<file path="config.mk">
export PLATFORM = sky130hd
export DESIGN_NAME = bkd_ctrl
export DESIGN_NICKNAME = d
export VERILOG_FILES = /design/src/design/bkd_pkg.sv /design/src/design/bkd_ctrl.sv
export SDC_FILE = /design/constraint.sdc
export NUM_CORES = 1
export LEC_CHECK = 0
export BUFFER_PORTS_ARGS = -buffer_cell sky130_fd_sc_hd__buf_2
export CORE_MARGIN = 2
export CORE_UTILIZATION = 40
export CTS_CLUSTER_DIAMETER = 100
export DETAILED_ROUTE_END_ITERATION = 6
export PLACE_DENSITY = 0.65
export SLEW_MARGIN = 20
export SYNTH_ARGS = -nofsm -noshare
export SYNTH_HDL_FRONTEND = slang
export SYNTH_SLANG_ARGS = --single-unit
</file>
<file path="constraint.sdc">
create_clock -name clk_i -period 2 [get_ports clk_i]
set_clock_uncertainty 0.05 [all_clocks]
set_input_delay 0.2 -clock clk_i [delete_from_list [all_inputs] [get_ports clk_i]]
set_output_delay 0.2 -clock clk_i [all_outputs]
set_load 0.05 [all_outputs]
</file>
<file path="src/design/bkd_pkg.sv">
// ----------------------------------------------------------------------------
// Bounded knapsack DP package
// Shared widths, payload types and the command and status structs that join
// the controller to the datapath.
// ----------------------------------------------------------------------------
`timescale 1ns / 1ps
`default_nettype none

package bkd_pkg;

  // Table geometry: one entry per capacity from zero to the largest capacity.
  localparam int MAX_CAPACITY = 1023;
  localparam int DEPTH        = MAX_CAPACITY + 1;
  localparam int ADDR_W       = $clog2(DEPTH);
  localparam int DATA_W       = 32;

  // Field widths of one request.
  localparam int COST_W = 10;
  localparam int VAL_W  = 16;
  localparam int CNT_W  = 8;

  // Chunk cost and chunk value products.
  localparam int DIST_W = COST_W + CNT_W;
  localparam int ADD_W  = VAL_W + CNT_W;

  // Capacity register after reset.
  localparam logic [ADDR_W-1:0] CAP_RESET = ADDR_W'(20);

  // One input request.
  typedef struct packed {
    logic              start_new;
    logic [COST_W-1:0] item_cost;
    logic [VAL_W-1:0]  item_value;
    logic [CNT_W-1:0]  item_count;
  } in_req_t;

  // One result.
  typedef struct packed {
    logic [DATA_W-1:0] best_value;
    logic              took_unlimited;
  } out_res_t;

  // Commands from the controller to the datapath.
  typedef struct packed {
    logic load_item;
    logic clear_init;
    logic clear_step;
    logic plan;
    logic setup;
    logic sweep_init;
    logic sweep_rd;
    logic sweep_wr;
    logic chunk_next;
    logic res_rd;
    logic res_ld;
  } ctrl_cmd_t;

  // Status from the datapath to the controller.
  typedef struct packed {
    logic req_start;
    logic clear_done;
    logic chunk_skip;
    logic sweep_done;
    logic chunk_last;
    logic out_free;
  } dp_status_t;

endpackage

`default_nettype wire

</file>
<file path="src/design/bkd_ctrl.sv">
// ----------------------------------------------------------------------------
// Bounded knapsack controller
// Sequences the clearing pass, the chunk passes and the result hand-off.
// ----------------------------------------------------------------------------
`timescale 1ns / 1ps
`default_nettype none

module bkd_ctrl (
  input  wire logic                clk_i,
  input  wire logic                rst_ni,
  input  wire logic                in_valid_i,
  input  wire bkd_pkg::dp_status_t status_i,
  output logic                     in_stall_o,
  output bkd_pkg::ctrl_cmd_t       cmd_o
);

  typedef enum logic [10:0] {
    S_INIT  = 11'b000_0000_0001,
    S_IDLE  = 11'b000_0000_0010,
    S_CLEAR = 11'b000_0000_0100,
    S_PLAN  = 11'b000_0000_1000,
    S_SETUP = 11'b000_0001_0000,
    S_CHECK = 11'b000_0010_0000,
    S_RD    = 11'b000_0100_0000,
    S_WR    = 11'b000_1000_0000,
    S_NEXT  = 11'b001_0000_0000,
    S_RESRD = 11'b010_0000_0000,
    S_RESLD = 11'b100_0000_0000
  } state_e;

  state_e state_q;
  state_e state_d;

  // Next state and commands.
  always_comb begin
    state_d = state_q;
    cmd_o   = '0;
    unique case (state_q)
      S_INIT: begin
        cmd_o.clear_step = 1'b1;
        if (status_i.clear_done) begin
          state_d = S_IDLE;
        end
      end
      S_IDLE: begin
        if (in_valid_i) begin
          cmd_o.load_item = 1'b1;
          if (status_i.req_start) begin
            cmd_o.clear_init = 1'b1;
            state_d          = S_CLEAR;
          end else begin
            state_d = S_PLAN;
          end
        end
      end
      S_CLEAR: begin
        cmd_o.clear_step = 1'b1;
        if (status_i.clear_done) begin
          state_d = S_PLAN;
        end
      end
      S_PLAN: begin
        cmd_o.plan = 1'b1;
        state_d    = S_SETUP;
      end
      S_SETUP: begin
        cmd_o.setup = 1'b1;
        state_d     = S_CHECK;
      end
      S_CHECK: begin
        cmd_o.sweep_init = 1'b1;
        state_d          = status_i.chunk_skip ? S_NEXT : S_RD;
      end
      S_RD: begin
        cmd_o.sweep_rd = 1'b1;
        state_d        = S_WR;
      end
      S_WR: begin
        cmd_o.sweep_wr = 1'b1;
        state_d        = status_i.sweep_done ? S_NEXT : S_RD;
      end
      S_NEXT: begin
        if (status_i.chunk_last) begin
          state_d = S_RESRD;
        end else begin
          cmd_o.chunk_next = 1'b1;
          state_d          = S_SETUP;
        end
      end
      S_RESRD: begin
        cmd_o.res_rd = 1'b1;
        state_d      = S_RESLD;
      end
      S_RESLD: begin
        // Keep the read of the full-capacity entry going while the result
        // register is still occupied.
        cmd_o.res_rd = 1'b1;
        if (status_i.out_free) begin
          cmd_o.res_ld = 1'b1;
          state_d      = S_IDLE;
        end
      end
      default: begin
        state_d = S_INIT;
      end
    endcase
  end

  always_ff @(posedge clk_i or negedge rst_ni) begin
    if (!rst_ni) begin
      state_q <= S_INIT;
    end else begin
      state_q <= state_d;
    end
  end

  // New requests are taken only between requests.
  assign in_stall_o = (state_q != S_IDLE);

endmodule

`default_nettype wire

</file>
# Word-level counts from Yosys, hierarchy flattened
# Cells that the tools add are included.
[totals]
register_bits = 11
input_bits = 9
out_inout_bits = 12
[classes]
n_eq_ne = 16
n_mux = 23
reduce_logical = 3
[ops]
columns = ["op", "count"]
rows = [
  ["one-hot mux 11 bit (11 select lines)", 1],
  ["two-way mux 11 bit", 4],
  ["two-way mux 9 bit", 2],
  ["two-way mux 1 bit", 12],
  ["equality test 11 x 1 -> 1 bit (second input constant)", 1],
  ["equality test 11 x 10 -> 1 bit (second input constant)", 1],
  ["equality test 11 bit (second input constant)", 1],
  ["equality test 11 x 2 -> 1 bit (second input constant)", 1],
  ["equality test 11 x 3 -> 1 bit (second input constant)", 1],
  ["equality test 11 x 4 -> 1 bit (second input constant)", 1],
  ["equality test 11 x 5 -> 1 bit (second input constant)", 1],
  ["equality test 11 x 6 -> 1 bit (second input constant)", 1],
  ["equality test 11 x 7 -> 1 bit (second input constant)", 1],
  ["equality test 11 x 8 -> 1 bit (second input constant)", 1],
  ["equality test 11 x 9 -> 1 bit (second input constant)", 1],
  ["inequality test 11 x 2 -> 1 bit (second input constant)", 1],
  ["two-way mux 10 bit", 1],
  ["inequality test 2 bit (second input constant)", 4],
  ["two-way mux 2 bit", 2],
  ["two-way mux 4 bit", 1],
  ["AND reduction 4 bit", 1],
  ["OR reduction 2 bit", 2],
]

# Logic depth before layout (Yosys ltp)
[depth]
ltp_word = 3
ltp_mapped = 6
depth_no_buf = 5

# Worst setup path before layout
# No wires, ideal clock.
[synth_path]
path_type = "register to output"
start = "register state_q[5]"
end = "output port cmd_o[0] (netlist name)"
path_stages_with_launch = 5
path_buffers = 1
path_slack_ns = -0.812
arrival_time_ns = 2.562
path_cell_list = "dfrtp_1 buf_6 or4_4 or3_2 nor3_1"
[synth_lines]
columns = ["item", "line", "rtl"]
rows = [
  ["from (decl)", "bkd_ctrl.sv:31", "state_e state_q;"],
  ["from (signal assigned)", "bkd_ctrl.sv:113", "state_q <= state_d;"],
  ["to (decl)", "bkd_ctrl.sv:14", "output bkd_pkg::ctrl_cmd_t cmd_o"],
]

==> flow_summary.ini <==
[run_status]
outcome = complete, but fails checks
violations = setup timing

[synthesis]
syn_nets = 108
yosysTopAreaCellShare = 0.3008
synthFlopType = dfrtp_1
post-synth-top-count-cell = nor2_1
synth_edf_count = 0
synth_top_area_cell = dfrtp_1
synth_area_um2 = 832.0
async_flop_share = 1.000
synth.area.top_cells = dfrtp_1, nor2_1, nor3b_1
ys_ff_latch = 11
ys_types = 39
synth-seq-area-share = 0.3323
synth_warnings = 0
synthCells = 99
synth_common_cells = nor2_1, dfrtp_1, nand2_1, nor3b_1, nand3_1
syn_avg_cell_area_um2 = 8.405

[global_routing]
grt_max_degree = 13
grt_pass1_vias = 836
grt_first_pass_wirelength_mm = 3.829
antenna_found_initial = 0
gr-total-overflow = 0
gr-usage-met2 = 0.3000
grt_use_met1 = 0.2958
grt_use_total = 0.2017
grt_use_met3 = 0.02121
grt_most_used_layer = met2

[finish]
fin_nets = 148
antennaDiodeCount = 0
largest_register_ffs = 11
syn_to_final_growth_pct = 57.89
fin_cells = 165
fin_util = 0.6696
regMostFlops = state_q
layout-drive-gt1-share = 0.5000
reg_top3 = state_q x11

[timing]
slew-limit-headroom = 0.7223
setup_violations = 8
setup_slack_ns = -0.3806
rsz0062_at_grt = true
min_period_over_period = 1.190
hold_viol = 0
period_needed_ns = 2.381
slew_violations = 0
max_freq_mhz = 420.1
tightest_slew_ns = 0.4061

[critical_path]
worstReg2RegStart = state_q[5]
reg2reg_setup_slack_ns = -0.10
worstPathArrival_ns = 2.13
worstSetupStartpointType = flip-flop
reg2regPathDepth = 6
r2r_end = state_q[2]
cp_max_fo = 3
crit_required_ns = 1.75
critPathKind = reg -> out
worstSetupEndpointType = output port

[min_path]
hp-class = in -> reg
worstHoldStart = status_i[1]
hold-path-cell-count = 3
hold_end = state_q[9]

[placement]
gp_congestion = 0.8558
hpwl_mm = 1.693
portBuffers = 20
placed_cells = 156

[route]
remaining_drc_errors = 0
vias = 881
drtPass1Iterations = 5
drt-initial-drc-count = 19
routed_wl_mm = 2.336
wire_per_inst_um = 14.16
ant_nets = 0
vias_per_cell = 5.339

[floorplanning]
die_w_um = 49.61
ios = 21
die-area_mm2 = 0.002461
fp.dieH_um = 49.61
start_util = 0.4241
core-area_mm2 = 0.001962
rows = 16

[power_and_ir_drop]
ir_drop_mv = 0.7215
totalPowerFinal_mw = 1.380
cellPowerDensity_mw_per_mm2 = 1051
power.leakage_nw = 0.5833

[cts]
insertion_delay_ns = 0.28
cts_buffers = 3
h-tree-depth = 1
cts.path.max_buffers = 2
clockRootBuffer = clkbuf_4
cts_tree = built
clkTransAtPathRegs_ns = 0.08
cts_num_sinks = 11

[flow_run]
max_cap_viol_count = 0
through the flow:
stage	worst slack [ns]	TNS, ns	instance area (um^2)	hold slack (ns)
after CTS	-0.3783	-1.971	1225	0.08450
after detailed placement	-0.1700	-0.6990	1121	0.03711
final	-0.3806	-2.136	1314	0.08464
after global routing	-0.4374	-2.707	1314	0.09356
after global placement	-0.1383	-0.5410	1121	0.03906
after floorplan	-0.1853	-0.8565	909.6	-0.1456
layout make-up:
class,instances,area (um^2)
clock buffer,4,26.28
tap,27,33.78
timing repair buffer,42,340.3
fill,170,648.1
sequential,11,279.0
multi-input combinational,77,619.3
inverter,4,15.01
cells by family (layout without fill, tap and decap cells):
| group | Yosys count | in the layout | share of synthesized area |
|---|---|---|---|
| AO/OA/AOI/OAI | 12 | 12 | 0.09174 |
| XOR/XNOR | 4 | 4 | 0.04211 |
| AND/OR/NAND/NOR | 59 | 59 | 0.4316 |
| buffers and inverters | 11 | 50 | 0.07818 |
| multiplexers | 2 | 2 | 0.02406 |
| flip-flops | 11 | 11 | 0.3323 |
layout by cell type (no fill, tap or decap), types with 2 or more instances in the layout:
cell / n
or3_4: 2
dfrtp_1: 8
buf_8: 3
inv_1: 3
buf_4: 22
buf_6: 6
nor3b_1: 3
nand3b_1: 2
nor3b_4: 3
o21ai_0: 2
nand3_1: 3
or4_1: 2
nand2_1: 6
a31oi_1: 2
a21oi_1: 3
xor2_1: 3
buf_2: 9
clkbuf_4: 4
nor4_4: 2
nand2b_1: 3
mux2i_1: 2
nor2_1: 15
and3_1: 2
dfrtp_2: 2
timing repair:
item / 4_1_cts / 5_1_grt
pin swaps: 1 / 4
setup buffers: 0 / 5
gates resized for setup: 21 / 12
hold buffers: 1 / 0
endpoints found under the setup margin: 11 / 14
hold endpoints to repair: 11 / 0
routing by layer:
metal / wire length (um) / vias to the layer above / share of wire
li1: - / 437 / -
met1: 1127 / 422 / 0.48
met2: 1104 / 18 / 0.47
met3: 78 / 4 / 0.033
met4: 26 / 0 / 0.011
met5: 0 / - / 0
power breakdown:
group	switching (mW)	internal [mW]
Sequential	0.0406	0.263
Clock	0.0849	0.0774
Combinational	0.508	0.407
Total	0.633	0.747
critical path, stage by stage (launching register included):
cell and delay, ns:
dfrtp_1 0.39, or4_4 0.54, or3_4 0.37, nor4_4 0.19, and3_4 0.23, buf_8 0.14
how the worst max path moves through the flow:
stage / slack, ns / to / depth (start not counted) / startpoint
3_3_place_gp: -0.14 / cmd_o[9] / 5 / state_q[5]
3_5_place_dp: -0.17 / cmd_o[9] / 5 / state_q[5]
4_1_cts: -0.38 / cmd_o[9] / 5 / state_q[5]
6_report: -0.38 / cmd_o[9] / 5 / state_q[5]
5_1_grt: -0.44 / cmd_o[9] / 5 / state_q[5]
2_1_floorplan: -0.19 / cmd_o[9] / 5 / state_q[5]
No activity file was read; power rests on OpenSTA's default activity.
